### config.mk
export PLATFORM = sky130hd
export DESIGN_NAME = apsel_ctrl
export DESIGN_NICKNAME = d
export VERILOG_FILES = /design/src/sv/apsel_pkg.sv /design/src/sv/apsel_ctrl.sv
export SDC_FILE = /design/constraint.sdc
export NUM_CORES = 1
export LEC_CHECK = 0
export ABC_AREA = 1
export BUFFER_PORTS_ARGS = -buffer_cell sky130_fd_sc_hd__buf_2
export CAP_MARGIN = 20
export CORE_ASPECT_RATIO = 1.2
export CORE_UTILIZATION = 35
export CTS_CLUSTER_DIAMETER = 30
export DETAILED_ROUTE_END_ITERATION = 8
export GPL_TIMING_DRIVEN = 0
export HOLD_SLACK_MARGIN = 0.12
export SLEW_MARGIN = 40
export SYNTH_ARGS = -nofsm -noshare
export SYNTH_HDL_FRONTEND = slang
export SYNTH_SLANG_ARGS = --single-unit
### constraint.sdc
create_clock -name clk -period 8.3 [get_ports clk]
set_clock_uncertainty 0.15 [all_clocks]
set_input_delay 1.245 -clock clk [delete_from_list [all_inputs] [get_ports clk]]
set_output_delay 1.245 -clock clk [all_outputs]
set_load 0.05 [all_outputs]
### src/sv/apsel_pkg.sv
// apsel_pkg: sizes, operation codes, item types and address helper for the
// adaptive plane selector; no dependencies, imported by every module of the block
package apsel_pkg;

  localparam int PLANES    = 4;
  localparam int NODES     = 64;
  localparam int PLANE_W   = 2;
  localparam int NODE_W    = 6;
  localparam int OCC_DW    = 32;
  localparam int COST_W    = OCC_DW + 1;
  localparam int OCC_DEPTH = PLANES * NODES;
  localparam int OCC_AW    = $clog2(OCC_DEPTH);

  localparam logic [1:0] OP_WR_UP = 2'd0;
  localparam logic [1:0] OP_WR_DN = 2'd1;
  localparam logic [1:0] OP_ROUTE = 2'd2;

  typedef struct packed {
    logic [1:0]         operation;
    logic [NODE_W-1:0]  src_node;
    logic [NODE_W-1:0]  dest_node;
    logic [PLANE_W-1:0] plane_sel;
    logic [OCC_DW-1:0]  byte_count;
  } in_item_t;

  typedef struct packed {
    logic [PLANE_W-1:0] chosen_plane;
    logic               is_local;
    logic [COST_W-1:0]  bottleneck_bytes;
  } out_item_t;

  typedef struct packed {
    logic              en;
    logic [OCC_AW-1:0] addr;
    logic [OCC_DW-1:0] data;
  } occ_wr_t;

  typedef struct packed {
    logic              en;
    logic [OCC_AW-1:0] addr;
  } occ_rd_t;

  // entry plane*NODES + node
  function automatic logic [OCC_AW-1:0] occ_addr(logic [PLANE_W-1:0] plane,
                                                 logic [NODE_W-1:0] node);
    logic [OCC_AW-1:0] base;
    base = OCC_AW'(plane) * OCC_AW'(NODES);
    return base + OCC_AW'(node);
  endfunction

endpackage

### src/sv/apsel_ctrl.sv
// apsel_ctrl: item decode, per-plane read sequencer and least-bottleneck compare
// drives both occupancy memories; uses apsel_pkg
module apsel_ctrl
  import apsel_pkg::*;
(
  input  logic              clk,
  input  logic              rst_n,
  input  logic              in_valid,
  output logic              in_ready,
  input  in_item_t          in_item,
  output occ_wr_t           up_wr,
  output occ_wr_t           dn_wr,
  output occ_rd_t           up_rd,
  output occ_rd_t           dn_rd,
  input  logic [OCC_DW-1:0] up_data,
  input  logic [OCC_DW-1:0] dn_data,
  input  logic              slot_free,
  output logic              res_valid,
  output out_item_t         res_item
);

  typedef enum logic [3:0] {
    S_IDLE  = 4'b0001,
    S_ISSUE = 4'b0010,
    S_DRAIN = 4'b0100,
    S_DONE  = 4'b1000
  } state_t;

  state_t state_r, state_nxt;

  logic               accept;
  logic               upd_ok;
  logic               route_ok;
  logic [NODE_W:0]    node_sum;
  logic [PLANE_W-1:0] pref;
  logic               last_issue;

  logic [NODE_W-1:0]  src_r;
  logic [NODE_W-1:0]  dst_r;
  logic [OCC_DW-1:0]  chunk_r;
  logic [PLANE_W-1:0] cur_r;
  logic [PLANE_W-1:0] cnt_r;

  logic               rd_pend_r;
  logic               rd_first_r;
  logic [PLANE_W-1:0] rd_plane_r;

  logic               cost_vld_r;
  logic               cost_first_r;
  logic [PLANE_W-1:0] cost_plane_r;
  logic [COST_W-1:0]  cost_r;
  logic [OCC_DW-1:0]  worst;

  logic [PLANE_W-1:0] best_plane_r;
  logic [COST_W-1:0]  best_cost_r;
  logic               local_r;

  assign in_ready = (state_r == S_IDLE);
  assign accept   = in_valid && in_ready;

  assign upd_ok   = (int'(in_item.plane_sel) < PLANES) && (int'(in_item.src_node) < NODES);
  assign route_ok = (int'(in_item.src_node) < NODES) && (int'(in_item.dest_node) < NODES);

  // preferred plane, PLANES is a power of two so this is a mask
  assign node_sum = (NODE_W + 1)'(in_item.src_node) + (NODE_W + 1)'(in_item.dest_node);
  assign pref     = PLANE_W'(node_sum % (NODE_W + 1)'(PLANES));

  assign last_issue = (cnt_r == PLANE_W'(PLANES - 1));

  // updates write on the accept edge, routes only read afterwards
  always_comb begin
    up_wr.en   = accept && (in_item.operation == OP_WR_UP) && upd_ok;
    up_wr.addr = occ_addr(in_item.plane_sel, in_item.src_node);
    up_wr.data = in_item.byte_count;
    dn_wr.en   = accept && (in_item.operation == OP_WR_DN) && upd_ok;
    dn_wr.addr = up_wr.addr;
    dn_wr.data = in_item.byte_count;
    up_rd.en   = (state_r == S_ISSUE);
    up_rd.addr = occ_addr(cur_r, src_r);
    dn_rd.en   = (state_r == S_ISSUE);
    dn_rd.addr = occ_addr(cur_r, dst_r);
  end

  always_comb begin
    state_nxt = state_r;
    case (state_r)
      S_IDLE: begin
        if (accept && (in_item.operation == OP_ROUTE) && route_ok) begin
          state_nxt = (in_item.src_node == in_item.dest_node) ? S_DONE : S_ISSUE;
        end
      end
      S_ISSUE: begin
        if (last_issue) begin
          state_nxt = S_DRAIN;
        end
      end
      S_DRAIN: begin
        if (!rd_pend_r && !cost_vld_r) begin
          state_nxt = S_DONE;
        end
      end
      S_DONE: begin
        if (slot_free) begin
          state_nxt = S_IDLE;
        end
      end
      default: state_nxt = S_IDLE;
    endcase
  end

  always_ff @(posedge clk) begin
    if (!rst_n) begin
      state_r    <= S_IDLE;
      rd_pend_r  <= 1'b0;
      cost_vld_r <= 1'b0;
    end else begin
      state_r    <= state_nxt;
      rd_pend_r  <= (state_r == S_ISSUE);
      cost_vld_r <= rd_pend_r;
    end
  end

  assign worst = (up_data > dn_data) ? up_data : dn_data;

  always_ff @(posedge clk) begin
    if (accept) begin
      src_r   <= in_item.src_node;
      dst_r   <= in_item.dest_node;
      chunk_r <= in_item.byte_count;
      cur_r   <= pref;
      cnt_r   <= '0;
      local_r <= (in_item.src_node == in_item.dest_node);
      best_plane_r <= '0;
      best_cost_r  <= '0;
    end else if (state_r == S_ISSUE) begin
      cur_r <= (cur_r == PLANE_W'(PLANES - 1)) ? '0 : cur_r + 1'b1;
      cnt_r <= cnt_r + 1'b1;
    end
    // stage 1: read data returns
    rd_first_r <= (state_r == S_ISSUE) && (cnt_r == '0);
    rd_plane_r <= cur_r;
    // stage 2: bottleneck of that plane
    cost_first_r <= rd_first_r;
    cost_plane_r <= rd_plane_r;
    cost_r       <= COST_W'(worst) + COST_W'(chunk_r);
    // stage 3: keep the strict minimum, earlier plane in rotation wins a tie
    if (cost_vld_r && (cost_first_r || (cost_r < best_cost_r))) begin
      best_plane_r <= cost_plane_r;
      best_cost_r  <= cost_r;
    end
  end

  assign res_valid                 = (state_r == S_DONE);
  assign res_item.chosen_plane     = best_plane_r;
  assign res_item.is_local         = local_r;
  assign res_item.bottleneck_bytes = best_cost_r;

  // no memory write while a route is in flight
  a_no_wr_busy: assert property (@(posedge clk) disable iff (!rst_n)
    (state_r != S_IDLE) |-> (!up_wr.en && !dn_wr.en))
    else $error("occupancy write during route");

  // compare stage only fed by a read pending in the cycle before
  a_cost_from_rd: assert property (@(posedge clk) disable iff (!rst_n)
    cost_vld_r |-> $past(rd_pend_r))
    else $error("cost without read");

  // result shown only once the compare pipeline is empty
  a_done_drained: assert property (@(posedge clk) disable iff (!rst_n)
    (state_r == S_DONE) |-> (!rd_pend_r && !cost_vld_r))
    else $error("result before compare drained");

  // reads only issued by the sequencer
  a_rd_issue: assert property (@(posedge clk) disable iff (!rst_n)
    rd_pend_r |-> $past(state_r == S_ISSUE))
    else $error("read pending without issue");

endmodule

==> run metrics, run 1 <==
Synth area leader edfxtp_1; Placeable Area ~0.025 sq mm; worst reg2reg startpoint best_cost_r[11]$_SDFFCE_PN0P_; Rows between 60 and 70; CTS buffer count 17; leakage 6.07 nW; vias in the first global route 7514; Mapped Area about 0.0090 sq mm; Setup WS post-layout ~3700 ps; hold_buf cts 0; Synth Instances roughly 1100; FF-to-FF End best_cost_r[18]$_SDFFCE_PN0P_; setup bufs post-CTS 0; wire per inst 13.0 um; Final HPWL DP a little under 20000 um; Arr. time, crit path 4780 ps; first-pass GRT wire length around 36000 um; CTS tree built; Final period util 55.8%; Mapped Avg Cell Area around 7.9 sq um; Synth Warn # 0; CTS H-tree lvls 4; max-cap violation count 0; synth top area cells edfxtp_1 27%, ha_1 14%, nand2_1 11%, dfxtp_1 10%, buf_4 7.4%; Synth Register Bits 129; FF-to-FF path depth 14; power density over the cells between 300 and 400 mW/mm^2; outcome finished, final reports clean; Clock Latency Late Sink between 400 and 500 ps; final hold violations 0; Worst Setup EP cost_r[30]$_DFF_P_; Worst Setup End Kind register; IO buf count about 250; post-synth cell types 41; Placed Cells ~1700; share of the synthesized area in the top cell type 27.4%; residual DRC count 0; CP startpoint dn_data[23]; CP Max Fanout 7; crit path kind primary input to register; Max VDD drop about 0.12 mV; Final Routed Wirelength 22600 um; fin area 0.0113 sq mm; vias per std cell about 4.5; pre-CTS setup slack 3210 ps; setup TNS 0 ps; CP Data Required Time roughly 8500 ps; Worst Tran Pin Value approximately 510 ps; Syn Nets 1351; Root Driver clkbuf_16; die area roughly 0.026 sq mm; CTS max path bufs 2; Area growth syn-to-layout 25.8%; clk slew on worst S/H paths about 60 ps; Hold WC Path Type register to register; multi-input logic area about 0.0042 sq mm; DR vias between 7000 and 8000; max-slew violation count 0; Tot GR Track Use between 10% and 20%; FMAX around 0.22 GHz; Sinks on Clock Net roughly 130; sequential area share after synthesis between 30 and 40%; Initial Utilization 36.0%; RSZ-0062 raised after global routing false; Iteration-0 DRC Markers 320; global route overflow 0; gpl congestion 0.872; crit path launch type primary input; share of layout cells above drive strength 1 approximately 28%; antenna viol nets, final 0; diodes inserted 0; Horiz. Die Dim between 100 and 150 um; initial antenna violation count 0; r2r setup slk between 5000 and 6000 ps; Cell Count, Final, Fillers Out 1741; area occupied by registers roughly 0.0034 sq mm; I/O Pins 254; First-pass DRT Iterations 5; FILL cells between 2000 and 3000; largest net degree at the start of global routing 36; nets 1623; Rel. slew slack 65.7%; Post-DP Area 0.0107 sq mm; Resize count post-CTS 0; endpoints failing setup 0; die height between 150 and 200 um; Final min period ~4600 ps
## critical path, stage by stage
cell and delay, ps:
buf_2 100, inv_1 40, ha_1 280, nand2_1 70, nor2_1 160, nand2_1 110
nor3_4 250, nand4_4 200, nand2_4 180, nand2_1 70, nand2_1 90, ha_1 170
inv_1 90, fa_1 420, inv_1 120, nand3_1 70, nand2_1 190, a21boi_1 150
o21ai_0 450, nand3_1 170, nand3_1 100, nand2_1 50
## synthesized netlist by cell type (all sizes together)
library cell	count
a21boi	2
nand2	264
xnor2	5
a31oi	1
fa	1
nor3	11
nor4	3
clkbuf	2
o31ai	1
nand3	67
o21a	6
o221ai	1
o22ai	1
buf	95
xor2	16
a21o	8
nand3b	2
ha	103
inv	176
o21ai	37
nor2	111
edfxtp	82
or2	1
nand4	14
o21bai	4
dfxtp	47
a21oi	69
nor3b	1
## cell families (layout without fill, tap and decap cells)
kind of cell             after synthesis  in the layout  synth area share, %
adder cells (fa/ha/maj)              104            104                 14.6
AO/OA/AOI/OAI                        130            130                 7.98
buffers and inverters                273            558                 15.4
AND/OR/NAND/NOR                      474            474                 22.1
flip-flops                           129            129                 37.9
XOR/XNOR                              21             21                 2.05
## metrics by stage
step	total power, W	util (%)	hold slack [ps]
floorplan	0.00237	-	160
global placement	0.00279	42.6	161
detailed placement	0.00283	42.9	164
CTS	0.00360	45.3	174
global route	0.00385	45.3	182
finish	0.00356	45.3	172
## sequential cells by signal, indices dropped and copies added (netlist names)
signal and flops:
cur_r 2, dst_r 6, cnt_r 2, src_r 6
local_r 1, chunk_r 32, cost_vld_r 1, best_plane_r 2
rd_pend_r 1, rd_first_r 1, cost_r 33, best_cost_r 33
state_r 4, cost_plane_r 2, cost_first_r 1, rd_plane_r 2
## placed cells by master (no fill, tap or decap), types with 2 or more instances in the layout
master,instances
clkbuf_1,2
buf_6,3
a21o_1,8
nor4_1,3
xnor2_1,5
o21ai_2,2
inv_6,4
o21bai_1,4
nor3_1,9
ha_1,103
inv_8,3
nor2_1,109
nand4_1,12
inv_1,176
buf_2,254
dfxtp_1,47
nand3b_1,2
buf_4,89
nand2_2,2
nand2_4,2
edfxtp_1,82
nand3_1,66
o21ai_0,34
a21oi_1,69
xor2_1,16
clkinv_4,3
clkbuf_16,18
o21a_1,6
nand2_1,260
## layout make-up
type	instances	share of cell area, %
buffer	97	6.41
sequential	129	30.1
clock buffer	19	4.10
timing repair buffer	253	11.5
tap	325	3.60
clock inverter	13	1.21
inverter	176	5.84
multi-input combinational	729	37.3
## metal layers
metal / GRT usage [%] / vias to the layer above / part of all wire [%]
met2: 30.8 / 204 / 49
li1: - / 4136 / -
met3: 2.11 / 34 / 3.9
met1: 21.4 / 3494 / 45
met4: 6.23 / 0 / 2.2
met5: 0 / - / 0
## power breakdown
part | total [W] | switching (W) | leakage [nW] | internal [W]
clock network | 0.000751 | 0.000302 | 0.300 | 0.000449
registers | 0.00107 | 0.000113 | 1.18 | 0.000957
logic | 0.00174 | 0.00120 | 4.59 | 0.000542
total | 0.00356 | 0.00161 | 6.07 | 0.00195
## worst min path at each step
stage	end	cells after the start	startpoint	slack (ps)
3_5_place_dp	cost_plane_r[0]$_DFF_P_	0	rd_plane_r[0]$_DFF_P_	160
3_3_place_gp	cost_first_r$_DFF_P_	0	rd_first_r$_DFF_P_	160
2_1_floorplan	cost_first_r$_DFF_P_	0	rd_first_r$_DFF_P_	160
4_1_cts	cost_plane_r[0]$_DFF_P_	0	rd_plane_r[0]$_DFF_P_	170
5_1_grt	cost_first_r$_DFF_P_	0	rd_first_r$_DFF_P_	180
6_report	cost_plane_r[0]$_DFF_P_	0	rd_plane_r[0]$_DFF_P_	170
Power figures use the tool's default switching activity.
==> run 2: changes to the inputs <==
==> constraint.sdc (replaced) <==
create_clock -name clk -period 4.6 [get_ports clk]
set_clock_uncertainty 0.15 [all_clocks]
set_input_delay 0.69 -clock clk [delete_from_list [all_inputs] [get_ports clk]]
set_output_delay 0.69 -clock clk [all_outputs]
set_load 0.05 [all_outputs]
==> run 2 against run 1 <==
Net effect: die area unchanged; largest cell class unchanged; clock power up 81%; sequential share of layout area about the same; worst setup slack worse by 3200 ps; wire length down 0.46%; sequential power up 80%.
==> run metrics, run 2 (synthesis gave the netlist of run 1 again) <==
Final HPWL DP 19300 um (was 19200 um); Gate power share 48.9% (about the same); Root Driver clkbuf_16 (unchanged); DR vias 7933 (was 7868); max-slew violation count 0 (unchanged); FMAX 0.244 GHz; Iteration-0 DRC Markers 330 (was 320); die height 178 um (unchanged); Final min period around 4100 ps; Clock Latency Late Sink 410 ps (about the same); Endpoint, Worst Hold cost_plane_r[1]$_DFF_P_ (was cost_plane_r[0]$_DFF_P_); leakage 6.07 nW (about the same); antenna viol nets, final 0 (unchanged); global route overflow 0 (unchanged); power density over the cells 568 mW/mm^2 (was 315 mW/mm^2); met3 usage in global routing 1.98% (was 2.11%); worst-path cell chain buf_2, inv_1, ha_1, nand2_1, nor2_1, nand2_1, nor3_4, nand4_4, nand2_4, nand2_1, nand2_1, ha_1, inv_1, fa_1, inv_1, nand3_1, nand2_1, a21boi_1, o21ai_0, nand3_1, nand3_1, nand2_1 (unchanged); hold_buf cts 0 (unchanged); CTS H-tree lvls 4 (unchanged); outcome finished, final reports clean (unchanged); initial antenna violation count 0 (unchanged); CP Data Required Time 4760 ps (was 8460 ps); Worst Setup End Kind register (unchanged); Placed Cells 1710 (was 1709); routing usage on met2 30.8% (about the same); crit path kind primary input to register (unchanged); CTS max path bufs 2 (unchanged); gpl congestion 0.887 (was 0.872); RSZ-0062 raised after global routing false (unchanged); CP Max Fanout 7 (unchanged); endpoints failing setup 0 (unchanged); area occupied by registers 0.00340 sq mm (unchanged); top flop regs best_cost_r (33), cost_r (33), chunk_r (32) (unchanged); Tot GR Track Use 17.4% (was 17.3%); met1 usage 21.5% (was 21.4%); share of layout cells above drive strength 1 27.9% (was 27.8%); nets 1624 (was 1623); vias per std cell 4.55 (was 4.52); clock power share 21.1% (about the same); Initial Utilization 36.0% (unchanged); wire per inst 12.9 um (was 13.0 um); Hold Path Stages 0 (unchanged); Sinks on Clock Net 129 (unchanged); final hold slack 180 ps (was 172 ps); Arr. time, crit path 4250 ps (was 4780 ps); Max VDD drop 0.240 mV (was 0.125 mV); crit path launch type primary input (unchanged); die area 0.0263 sq mm (unchanged); Area growth syn-to-layout 25.9% (was 25.8%); total chip power 0.00643 W (was 0.00356 W); Cell Count, Final, Fillers Out 1742 (was 1741); Sw Ratio 45.2% (was 45.3%); I/O Pins 254 (unchanged); HP Start rd_plane_r[1]$_DFF_P_ (was rd_plane_r[0]$_DFF_P_); Horiz. Die Dim 148 um (unchanged); Hold WC Path Type register to register (unchanged); slowest stage delay, CP 450 ps (about the same); setup TNS 0 ps (unchanged); Worst Tran Pin Value 519 ps (was 510 ps); largest net degree at the start of global routing 22 (was 36); vias in the first global route 7669 (was 7514); FILL cells 2538 (was 2507); first-pass GRT wire length 36400 um (was 35800 um); internal power 0.00352 W (was 0.00195 W); CTS tree built (unchanged); diodes inserted 0 (unchanged); Rel. slew slack 65.0% (was 65.7%); clk slew on worst S/H paths 70 ps (was 60 ps); Reg power frac 30.0% (about the same); Final period util between 80% and 90%; GRT busiest layer met2 (unchanged); Placeable Area 0.0250 sq mm (unchanged); FF-to-FF End best_cost_r[0]$_SDFFCE_PN0P_ (was best_cost_r[18]$_SDFFCE_PN0P_); final hold violations 0 (unchanged); Most common cell on crit path nand2_1 (unchanged); r2r setup slk 1670 ps (was 5560 ps); residual DRC count 0 (unchanged); NetSw 0.00291 W (was 0.00161 W); Rows 63 (unchanged); commonest non-fill, non-tap cell in the layout nand2_1 (unchanged); Resize count post-CTS 0 (unchanged); CP max-delay cell o21ai_0 (unchanged); CTS buffer count 17 (unchanged); multi-input logic area 0.00421 sq mm (was 0.00422 sq mm); First-pass DRT Iterations 5 (unchanged); FF-to-FF path depth 15 (was 14); IO buf count 251 (unchanged); setup bufs post-CTS 0 (unchanged); worst reg2reg startpoint best_cost_r[16]$_SDFFCE_PN0P_ (was best_cost_r[11]$_SDFFCE_PN0P_); most frequent cells in the layout 260 x nand2_1, 254 x buf_2, 176 x inv_1 (unchanged); Final Routed Wirelength 22500 um (was 22600 um); max-cap violation count 0 (unchanged)
[run 2: cell count changes in the layout (fill, tap and decap cells not counted), sizes merged]
cell,change
clkinvlp,+2
clkinv,-1
inv,-1
buf,+1
[run 2: final cells by class]
type | instances | share of cell area (%)
multi-input cells | 729 | 37.2
flip-flops and latches | 129 | 30.1
repair buffers | 254 | 11.6
plain buffers | 97 | 6.40
inverters | 176 | 5.84
clock buffers | 19 | 4.10
well taps | 325 | 3.59
clock inverters | 13 | 1.22
[run 2: critical path, delay by kind of cell]
family | cells | cell delay [ps]
simple gates | 13 | 1710
fa+ha+maj | 3 | 870
compound gates | 2 | 600
buf+inv | 4 | 350
[run 2: per-layer routing]
layer,vias to the layer above,wire length (um)
met5,-,0
met4,0,577
met3,33,774
met2,215,11000
met1,3545,10100
li1,4140,-
[run 2: how the worst max path moves through the flow]
| stage | start | to | slack [ps] | cells past startpoint |
|---|---|---|---|---|
| floorplan | in_valid | dn_wr[40] | 320 | 4 |
| global placement | in_valid | best_cost_r[3]$_SDFFCE_PN0P_ | -350 | 5 |
| detailed placement | dn_data[23] | cost_r[30]$_DFF_P_ | 60 | 22 |
| CTS | dn_data[23] | cost_r[30]$_DFF_P_ | 500 | 22 |
| global route | dn_data[31] | cost_r[30]$_DFF_P_ | 180 | 22 |
| finish | dn_data[23] | cost_r[30]$_DFF_P_ | 510 | 22 |
[run 2: power by group through the flow]
stage	logic (W)	clock network, W	registers, W
3_5_place_dp	0.00315	0	0.00196
4_1_cts	0.00316	0.00139	0.00194
6_report	0.00314	0.00136	0.00193
3_3_place_gp	0.00307	0	0.00196
5_1_grt	0.00353	0.00143	0.00198
2_1_floorplan	0.00188	0	0.00239
[run 2: through the flow]
stage / setup WS (ps) / cell area (sq um) / util, %
after floorplan: 321 / 8990 / -
after global placement: -350 / 10700 / 42.6
after detailed placement: 60.7 / 10700 / 42.9
after CTS: 498 / 11300 / 45.3
after global routing: 183 / 11300 / 45.3
final: 506 / 11300 / 45.3
